## config.mk

```make
export PLATFORM = sky130hd
export DESIGN_NAME = jpeg_frame_header_finder
export DESIGN_NICKNAME = d
export VERILOG_FILES = /design/src/rtl/core/jfhf_pkg.sv /design/src/rtl/core/jfhf_parse.sv /design/src/rtl/core/jpeg_frame_header_finder.sv
export SDC_FILE = /design/constraint.sdc
export NUM_CORES = 1
export LEC_CHECK = 0
export BUFFER_PORTS_ARGS = -buffer_cell sky130_fd_sc_hd__buf_2
export CAP_MARGIN = 40
export CORE_MARGIN = 2
export CORE_UTILIZATION = 55
export CTS_BUF_LIST = sky130_fd_sc_hd__clkbuf_4 sky130_fd_sc_hd__clkbuf_8 sky130_fd_sc_hd__clkbuf_16
export DETAILED_ROUTE_END_ITERATION = 12
export GPL_TIMING_DRIVEN = 1
export PLACE_DENSITY = 0.84
export SKIP_CTS_REPAIR_TIMING = 1
export SYNTH_ARGS = -nofsm -noshare
export SYNTH_HDL_FRONTEND = slang
export SYNTH_SLANG_ARGS = --single-unit
```

## constraint.sdc

```tcl
create_clock -name clk -period 9.7 [get_ports clk]
set_input_delay 0.485 -clock clk [delete_from_list [all_inputs] [get_ports clk]]
set_output_delay 0.485 -clock clk [all_outputs]
set_load 0.02 [all_outputs]
```

## src/rtl/core/jfhf_pkg.sv

```systemverilog
`timescale 1ns / 1ps
`default_nettype none

package jfhf_pkg;

  // Parser phase, one-hot
  typedef enum logic [14:0] {
    PH_SIG0  = 15'b000000000000001,
    PH_SIG1  = 15'b000000000000010,
    PH_MARK  = 15'b000000000000100,
    PH_TYPE  = 15'b000000000001000,
    PH_LENH  = 15'b000000000010000,
    PH_LENL  = 15'b000000000100000,
    PH_SKIP  = 15'b000000001000000,
    PH_SOFL1 = 15'b000000010000000,
    PH_SOFL2 = 15'b000000100000000,
    PH_PREC  = 15'b000001000000000,
    PH_HH    = 15'b000010000000000,
    PH_HL    = 15'b000100000000000,
    PH_WH    = 15'b001000000000000,
    PH_WL    = 15'b010000000000000,
    PH_COMP  = 15'b100000000000000
  } phase_t;

  // Result status codes
  localparam logic [2:0] ST_OK    = 3'd0;
  localparam logic [2:0] ST_SIG   = 3'd1;
  localparam logic [2:0] ST_MARK  = 3'd2;
  localparam logic [2:0] ST_TYPE  = 3'd3;
  localparam logic [2:0] ST_TRUNC = 3'd4;

  // Marker bytes
  localparam logic [7:0] MK_PREFIX   = 8'hFF;
  localparam logic [7:0] MK_SOI      = 8'hD8;
  localparam logic [7:0] MK_TYPE_MIN = 8'h01;
  localparam logic [7:0] MK_TYPE_MAX = 8'hFE;
  localparam logic [7:0] MK_SOF_LO   = 8'hC0;
  localparam logic [7:0] MK_SOF_HI   = 8'hCF;
  localparam logic [7:0] MK_DHT      = 8'hC4;
  localparam logic [7:0] MK_JPG      = 8'hC8;

  localparam logic [15:0] SEG_LEN_SELF = 16'd2;

  typedef struct packed {
    logic [2:0]  status;
    logic [15:0] image_width;
    logic [15:0] image_height;
    logic [15:0] bit_depth;
  } result_t;

endpackage

`default_nettype wire

```

## src/rtl/core/jfhf_parse.sv

```systemverilog
`timescale 1ns / 1ps
`default_nettype none

// Marker walker: holds the parse state and turns one byte into at most one result.
module jfhf_parse
  import jfhf_pkg::*;
(
  input  wire logic       clk,
  input  wire logic       rst_n,
  input  wire logic       step_en,
  input  wire logic [7:0] data_byte,
  input  wire logic       file_start,
  input  wire logic       file_end,
  output logic            res_valid,
  output result_t         res
);

  phase_t      phase_r, phase_nxt, phase_cur;
  logic [15:0] skip_count_r, skip_count_nxt, skip_cur, skip_dec;
  logic [7:0]  length_high_r, length_high_nxt;
  logic [7:0]  sample_bits_r, sample_bits_nxt;
  logic [15:0] height_value_r, height_value_nxt;
  logic [7:0]  width_high_r, width_high_nxt;
  logic        finished_r, finished_nxt, fin_cur;
  logic        is_sof;
  logic [15:0] depth;

  // A file start wipes the state before the byte is handled as byte one.
  assign phase_cur = file_start ? PH_SIG0 : phase_r;
  assign skip_cur  = file_start ? 16'd0   : skip_count_r;
  assign fin_cur   = file_start ? 1'b0    : finished_r;
  assign skip_dec  = skip_cur - 16'd1;
  assign depth     = 16'(sample_bits_r) * 16'(data_byte);

  assign is_sof = (data_byte >= MK_SOF_LO) && (data_byte <= MK_SOF_HI) &&
                  (data_byte != MK_DHT) && (data_byte != MK_JPG);

  always_comb begin
    phase_nxt        = phase_cur;
    skip_count_nxt   = skip_cur;
    length_high_nxt  = file_start ? 8'd0  : length_high_r;
    sample_bits_nxt  = file_start ? 8'd0  : sample_bits_r;
    height_value_nxt = file_start ? 16'd0 : height_value_r;
    width_high_nxt   = file_start ? 8'd0  : width_high_r;
    res_valid        = 1'b0;
    res              = '0;
    if (!fin_cur) begin
      unique case (phase_cur)
        PH_SIG0: begin
          if (data_byte != MK_PREFIX) begin
            res_valid  = 1'b1;
            res.status = ST_SIG;
          end else begin
            phase_nxt = PH_SIG1;
          end
        end
        PH_SIG1: begin
          if (data_byte != MK_SOI) begin
            res_valid  = 1'b1;
            res.status = ST_SIG;
          end else begin
            phase_nxt = PH_MARK;
          end
        end
        PH_TYPE: begin
          if (data_byte < MK_TYPE_MIN || data_byte > MK_TYPE_MAX) begin
            res_valid  = 1'b1;
            res.status = ST_TYPE;
          end else if (is_sof) begin
            phase_nxt = PH_SOFL1;
          end else begin
            phase_nxt = PH_LENH;
          end
        end
        PH_LENH: begin
          length_high_nxt = data_byte;
          phase_nxt       = PH_LENL;
        end
        PH_LENL: begin
          // Length counts its own two bytes; lengths below two wrap round.
          skip_count_nxt = {length_high_r, data_byte} - SEG_LEN_SELF;
          phase_nxt      = (skip_count_nxt == 16'd0) ? PH_MARK : PH_SKIP;
        end
        PH_SKIP: begin
          skip_count_nxt = skip_dec;
          if (skip_dec == 16'd0) begin
            phase_nxt = PH_MARK;
          end
        end
        PH_SOFL1: phase_nxt = PH_SOFL2;
        PH_SOFL2: phase_nxt = PH_PREC;
        PH_PREC: begin
          sample_bits_nxt = data_byte;
          phase_nxt       = PH_HH;
        end
        PH_HH: begin
          height_value_nxt = {data_byte, 8'd0};
          phase_nxt        = PH_HL;
        end
        PH_HL: begin
          height_value_nxt = {height_value_r[15:8], data_byte};
          phase_nxt        = PH_WH;
        end
        PH_WH: begin
          width_high_nxt = data_byte;
          phase_nxt      = PH_WL;
        end
        PH_WL: begin
          // The low width byte parks in the skip counter until the last byte.
          skip_count_nxt = {8'd0, data_byte};
          phase_nxt      = PH_COMP;
        end
        PH_COMP: begin
          res_valid        = 1'b1;
          res.status       = ST_OK;
          res.image_width  = {width_high_r, skip_count_r[7:0]};
          res.image_height = height_value_r;
          res.bit_depth    = depth;
        end
        default: begin
          if (data_byte != MK_PREFIX) begin
            res_valid  = 1'b1;
            res.status = ST_MARK;
          end else begin
            phase_nxt = PH_TYPE;
          end
        end
      endcase
      if (!res_valid && file_end) begin
        res_valid  = 1'b1;
        res.status = ST_TRUNC;
      end
    end
    finished_nxt = fin_cur | res_valid;
  end

  always_ff @(posedge clk) begin
    if (!rst_n) begin
      phase_r        <= PH_SIG0;
      skip_count_r   <= '0;
      length_high_r  <= '0;
      sample_bits_r  <= '0;
      height_value_r <= '0;
      width_high_r   <= '0;
      finished_r     <= 1'b0;
    end else if (step_en) begin
      phase_r        <= phase_nxt;
      skip_count_r   <= skip_count_nxt;
      length_high_r  <= length_high_nxt;
      sample_bits_r  <= sample_bits_nxt;
      height_value_r <= height_value_nxt;
      width_high_r   <= width_high_nxt;
      finished_r     <= finished_nxt;
    end
  end

  a_emit_finishes: assert property (@(posedge clk) disable iff (!rst_n)
    step_en && res_valid |=> finished_r)
    else $error("result emitted but file not marked finished");

  a_quiet_after_finish: assert property (@(posedge clk) disable iff (!rst_n)
    step_en && finished_r && !file_start |-> !res_valid)
    else $error("result emitted after file finished");

  a_phase_onehot: assert property (@(posedge clk) disable iff (!rst_n)
    $onehot(phase_r))
    else $error("parser phase lost its one-hot code");

endmodule

`default_nettype wire

```

## src/rtl/core/jpeg_frame_header_finder.sv

```systemverilog
`timescale 1ns / 1ps
`default_nettype none

// Channel  Dir  Word                                           Marks
// in_      in   tdata[7:0] data_byte                           tuser file_start, tlast file_end
// out_     out  tdata status, width, height, depth (56 bits)   none
//
// One byte is taken per cycle unless a stalled result holds the input. An accepted byte is
// held in the input register and parsed from there; its result, if any, then goes to the output register.
// The rate is set by the single output register: a byte is parsed only when that
// register is empty or being emptied, so a stalled result holds off one further byte.
// rst_n is synchronous and active low; after it the parser expects the FF of FF D8.
// Bytes after a result are dropped until a word carrying file_start arrives.
module jpeg_frame_header_finder
  import jfhf_pkg::*;
(
  input  wire logic        clk,
  input  wire logic        rst_n,
  input  wire logic        in_tvalid,
  output logic             in_tready,
  input  wire logic [7:0]  in_tdata,   // [7:0] data_byte
  input  wire logic        in_tuser,   // [0] file_start
  input  wire logic        in_tlast,   // file_end
  output logic             out_tvalid,
  input  wire logic        out_tready,
  output logic [55:0]      out_tdata   // [2:0] status, [18:3] image_width,
                                       // [34:19] image_height, [50:35] bit_depth,
                                       // [55:51] zero
);

  logic       in_valid_r, in_valid_nxt;
  logic [7:0] byte_r;
  logic       start_r;
  logic       last_r;
  logic       advance;
  logic       res_valid;
  result_t    res;
  logic       out_valid_r, out_valid_nxt;
  result_t    out_r;

  // The held byte moves on when the result register can take whatever it makes.
  assign advance   = in_valid_r && (!out_valid_r || out_tready);
  assign in_tready = !in_valid_r || advance;

  assign in_valid_nxt  = in_tready ? in_tvalid : in_valid_r;
  assign out_valid_nxt = (advance && res_valid) ? 1'b1 :
                         (out_tready ? 1'b0 : out_valid_r);

  always_ff @(posedge clk) begin
    if (!rst_n) begin
      in_valid_r  <= 1'b0;
      out_valid_r <= 1'b0;
    end else begin
      in_valid_r  <= in_valid_nxt;
      out_valid_r <= out_valid_nxt;
    end
  end

  // Payload registers carry no reset.
  always_ff @(posedge clk) begin
    if (in_tready && in_tvalid) begin
      byte_r  <= in_tdata;
      start_r <= in_tuser;
      last_r  <= in_tlast;
    end
    if (advance && res_valid) begin
      out_r <= res;
    end
  end

  jfhf_parse u_parse (
    .clk        (clk),
    .rst_n      (rst_n),
    .step_en    (advance),
    .data_byte  (byte_r),
    .file_start (start_r),
    .file_end   (last_r),
    .res_valid  (res_valid),
    .res        (res)
  );

  assign out_tvalid = out_valid_r;
  assign out_tdata  = {5'd0, out_r.bit_depth, out_r.image_height,
                       out_r.image_width, out_r.status};

  a_status_range: assert property (@(posedge clk) disable iff (!rst_n)
    out_tvalid |-> out_tdata[2:0] <= ST_TRUNC)
    else $error("status code out of range");

  a_error_zero_fields: assert property (@(posedge clk) disable iff (!rst_n)
    out_tvalid && out_tdata[2:0] != ST_OK |-> out_tdata[50:3] == 48'd0)
    else $error("error result carries frame fields");

  a_no_overwrite: assert property (@(posedge clk) disable iff (!rst_n)
    out_valid_r && !out_tready |-> !advance)
    else $error("parser stepped while result register was stalled");

endmodule

`default_nettype wire
```

Word-level counts from Yosys, hierarchy flattened
Index checks and enable logic that the tools add are counted.

storage, ports and cells
  input bits = 14
  flip-flop bits (word level) = 135

cells by class
  $add $sub $neg = 2
  reduce and logical (&&, ||, !) cells = 21
  $mul = 1
  $lt $le $gt $ge = 4
  eq/ne operators = 19
  mux-type cells = 41
  bitwise operators = 2

operator list
  cell                                                                  number
  15-bit case mux with 14 select lines                                  1
  15-bit two-way mux                                                    7
  8-bit two-way mux                                                     10
  16-bit two-way mux                                                    4
  16-bit case mux with 3 select lines                                   1
  16-bit logical NOT                                                    2
  8-bit != test, second input constant                                  4
  16-bit case mux with 2 select lines                                   1
  8-bit by 8-bit multiplier with 16-bit output                          1
  16-bit by 1-bit subtractor with 16-bit output, second input constant  1
  16-bit by 2-bit subtractor with 16-bit output, second input constant  1
  15-bit by 1-bit == test with 1-bit output, second input constant      1
  15-bit by 10-bit == test with 1-bit output, second input constant     1
  15-bit by 11-bit == test with 1-bit output, second input constant     1
  15-bit by 12-bit == test with 1-bit output, second input constant     1
  15-bit by 13-bit == test with 1-bit output, second input constant     1
  15-bit by 14-bit == test with 1-bit output, second input constant     1
  15-bit == test, second input constant                                 1
  15-bit by 2-bit == test with 1-bit output, second input constant      1
  15-bit by 4-bit == test with 1-bit output, second input constant      1
  15-bit by 5-bit == test with 1-bit output, second input constant      1
  15-bit by 6-bit == test with 1-bit output, second input constant      1
  15-bit by 7-bit == test with 1-bit output, second input constant      1
  15-bit by 8-bit == test with 1-bit output, second input constant      1
  other kinds (22)                                                      44

Depth between registers and ports, before layout
  depth in word-level cells = 11
  depth in mapped cells = 20
  mapped depth without buffers = 17

Cells and area by module
A second synthesis with hierarchy kept.

unflattened totals
  cells, all modules = 923
  area total of the unflattened synthesis = 8623.3 µm²

modules (own cells, without submodules)
  module                    seq. area each (µm²)  area each (µm²)  instances  cells each
  jfhf_parse                1441.4                6637.6           1          843
  jpeg_frame_header_finder  1871.8                1985.7           1          80

Worst setup path after synthesis
OpenSTA, ideal clock, no wires.

  kind = register -> register
  start = register byte_r[3]
  end = register out_r, in the netlist out_tdata[50], data pin
  stages on the path, launching flop included = 18
  path slack = 4.847 ns
  path buffers = 3
  period minus slack after synthesis = 4.853 ns
  arrival time = 4.587 ns
  data required time = 9.434 ns
  library setup time = 0.266 ns
  path through = edfxtp_1 clkbuf_1 clkbuf_1 clkbuf_1 and2_1 fa_1 fa_1 fa_1 inv_1 fa_1 inv_1 ha_1 or2_2 a21oi_1 a211oi_1 o31ai_1 xnor2_1 nor2_1

between the ends
  longest elaborated chain between the ends = 1

RTL lines
  item                                          line                            source
  from (decl)                                   jpeg_frame_header_finder.sv:32  logic [7:0] byte_r;
  from (signal assigned)                        jpeg_frame_header_finder.sv:62  byte_r <= in_tdata;
  8-bit by 8-bit multiplier with 16-bit output  jfhf_parse.sv:33                assign depth = 16'(sample_bits_r) * 16'(data_byte);
  to (signal assigned)                          jpeg_frame_header_finder.sv:67  out_r <= res;
  to (decl)                                     jpeg_frame_header_finder.sv:39  result_t out_r;

Every way passes these cells.
A chain may end at the register's enable or synchronous reset.

Final worst setup path
  start = register byte_r[6]
  end = register out_r, in the netlist out_tdata[49], data pin

The elaborated chain is that of the path after synthesis.

==> summary.txt <==
status: completed
DRT Pass-1 Iters: 8
clock sinks: 135
worst-margin pin slew: 894.5 ps
TritonCTS Buffers: 17
diode count: 0
Starting Density: 0.5612
global-route wire length before repair: 34690 um
area leader, netlist: edfxtp_1
Stages on worst setup path: 14
CP arrival: 5310 ps
chip width: 131.3 um
Die Y: 131.3 um
vias per cell: 6.126
most frequent cells in the layout: 104 x nor2_1, 74 x dfxtp_1, 67 x buf_2
final WL: 21090 um
vias in the first global route: 6891
slowest stage delay, CP: 850 ps
CTS root buffer: clkbuf_16
die area: 0.01724 mm2
Tot GR Track Use: 0.2455
Buf/Inv on CP: 3
synthesized instance count: 972
Fin Setup TNS: 0 ps
Clock Path Buffers: 2
unrepaired setup endpoints after global routing: false
dpl ws: 4598 ps
Critical Path Start: byte_r[6]$_DFFE_PP_
Critical-path top delay cell: edfxtp_1
initial antenna violation count: 0
Seq. cell area: 0.003313 mm2
Residual DRC: 0
Routed Antenna Nets: 0
Worst-path clk slew: 70 ps
PD cells: 142.4 mW/mm2
largest net degree at the start of global routing: 51
minimum clock period: 5151 ps
share of layout cells above drive strength 1: 0.1304
CTS tree: yes
post-route clock period utilization: 0.5310
CP Launch Type: flop
overflow left after global routing: 0
Post-synth EDFFs: 61
Synth top area share: 0.2055
post-DR wirelength/cell: 17.18 um
synthesized flop and latch total: 135
Cell Area, Synth: 0.008915 mm2
Multi-input gate area: 0.005087 mm2
slack of the critical path: 4549 ps
routability cong.: 0.9188
Max transition margin: 0.4024
clk_lat worst skew: 430 ps
most common cell after layout, fill and taps aside: nor2_1
number of warnings issued by yosys: 0
Hold Path Class: primary input to flop
Clock Skew: 7.978 ps
HPWL Detailed: 14570 um
# rows: 46
Reg2Reg Depth: 14
# Max-Cap Violations: 0
Lkg Pwr: 4.100 nW
number of I/O pins: 72
Worst Setup EP: out_tdata[49]$_SDFFCE_PP0P_
mean post-synth cell area: 9.172 um2
Critical R2R Launch: byte_r[6]$_DFFE_PP_
core area: 0.01589 mm2
Synth area leaders: edfxtp_1 21%, dfxtp_1 17%, fa_1 8.1%
DP Cell Count: 1196
WP data required: 9860 ps
Hold Violations, Final: 0
CP Capture Type: flop
area grow syn2layout: 11.38%
layout net count: 1089
Crit Reg-Reg Endpoint: out_tdata[49]$_SDFFCE_PP0P_
Max Transition Viols Final: 0
critical path class: flop to flop
First DRT Iteration DRCs: 952
Most common cell on crit path: fa_1
Netlist cell types: 81
DR vias: 7523
worst-path maximum fanout: 24
fill count: 1299
Synth async-reset ratio: 0
critical path cell sequence: nand2_1, fa_1, fa_1, inv_1, fa_1, inv_1, fa_1, inv_1, ha_1, a2111oi_0, nor3_1, nor3_1, o21ai_0, nor3b_1
delay-heaviest family, CP: adder cells
H-Tree Depth: 4
Tot Pwr: 1.414 mW
reg2reg setup slack: 4550 ps
VDD IR-drop max: 0.1272 mV
fmax: 194.1 MHz
# port buffers: 66
final core occ: 0.6251
Finished Layout Cells: 1228
Setup violations, final: 0
sequential area share after synthesis: 0.3716
top_reg_cell synth: dfxtp_1
Yosys cell counts, types with 7 or more instances:
cell,number
ha_1,40
or3_1,11
nor3_1,29
a22oi_1,50
xnor2_1,17
o21ai_0,28
edfxtp_1,61
dfxtp_1,74
buf_2,8
nand2_1,53
fa_1,36
nor2_1,104
nand2b_1,8
xor2_1,11
o21a_1,7
a21oi_1,28
inv_1,63
or2_2,9
and2_1,62
clkbuf_1,54
and3_1,43
nand4_1,11
nand3_1,17
nor2b_1,9
a21o_1,7
nor4_1,16
or4_1,7
metrics by stage:
| stage | area [um2] | hold WS, ps |
|---|---|---|
| 2_1_floorplan | 8930 | 457.1 |
| 3_3_place_gp | 9290 | 479.2 |
| 3_5_place_dp | 9295 | 485.8 |
| 4_1_cts | 9930 | 223.5 |
| 5_1_grt | 9930 | 221.0 |
| 6_report | 9930 | 229.9 |
worst min path at each step:
stage / cells after the start / slack, ps / from / endpoint
final: 1 / 230 / in_tdata[1] / byte_r[1]$_DFFE_PP_
after global routing: 1 / 220 / in_tdata[5] / byte_r[5]$_DFFE_PP_
after CTS: 1 / 220 / in_tdata[1] / byte_r[1]$_DFFE_PP_
after detailed placement: 2 / 490 / u_parse.width_high_r[1]$_SDFFE_PN0P_ / u_parse.width_high_r[1]$_SDFFE_PN0P_
after global placement: 2 / 480 / u_parse.width_high_r[1]$_SDFFE_PN0P_ / u_parse.width_high_r[1]$_SDFFE_PN0P_
after floorplan: 2 / 460 / u_parse.width_high_r[0]$_SDFFE_PN0P_ / u_parse.width_high_r[0]$_SDFFE_PN0P_
state kept, by name (all words and copies together) (netlist names):
name                    count
u_parse.sample_bits_r       8
u_parse.width_high_r        8
out_tvalid                  1
last_r                      1
u_parse.phase_r            15
u_parse.finished_r          1
u_parse.length_high_r       8
out_tdata                  51
byte_r                      8
u_parse.height_value_r     16
u_parse.skip_count_r       16
start_r                     1
in_valid_r                  1
metal layers:
metal | up-vias | GRT usage | wire, um
met1 | 3564 | 0.3488 | 9300
li1 | 3513 | - | -
met2 | 389 | 0.3708 | 9477
met4 | 0 | 0.1039 | 677
met5 | - | 0 | 0
met3 | 57 | 0.04360 | 1638
power breakdown:
| part | total [mW] | leakage [nW] | switching [mW] | internal, mW |
|---|---|---|---|---|
| sequential | 0.623 | 1.13 | 0.0139 | 0.609 |
| clock | 0.699 | 0.308 | 0.282 | 0.417 |
| combinational | 0.0919 | 2.66 | 0.0660 | 0.0258 |
| total | 1.41 | 4.10 | 0.362 | 1.05 |
layout make-up:
cell class / count / share of cell area
Sequential cell: 135 / 0.3337
Inverter: 63 / 0.02382
Tap cell: 216 / 0.02722
Clock inverter: 15 / 0.02104
Timing Repair Buffer: 74 / 0.03906
Multi-Input combinational cell: 708 / 0.5123
Clock buffer: 17 / 0.04284
logic make-up after synthesis:
| logic type | Yosys count | share of synthesized area |
|---|---|---|
| AO/OA/AOI/OAI | 185 | 0.1488 |
| adder cells (fa/ha/maj) | 76 | 0.1370 |
| flip-flops | 135 | 0.3716 |
| XOR/XNOR | 28 | 0.02751 |
| multiplexers | 1 | 0.001263 |
| other | 1 | 0.0004206 |
| AND/OR/NAND/NOR | 413 | 0.2532 |
| buffers and inverters | 133 | 0.06021 |
Power figures use the tool's default switching activity.
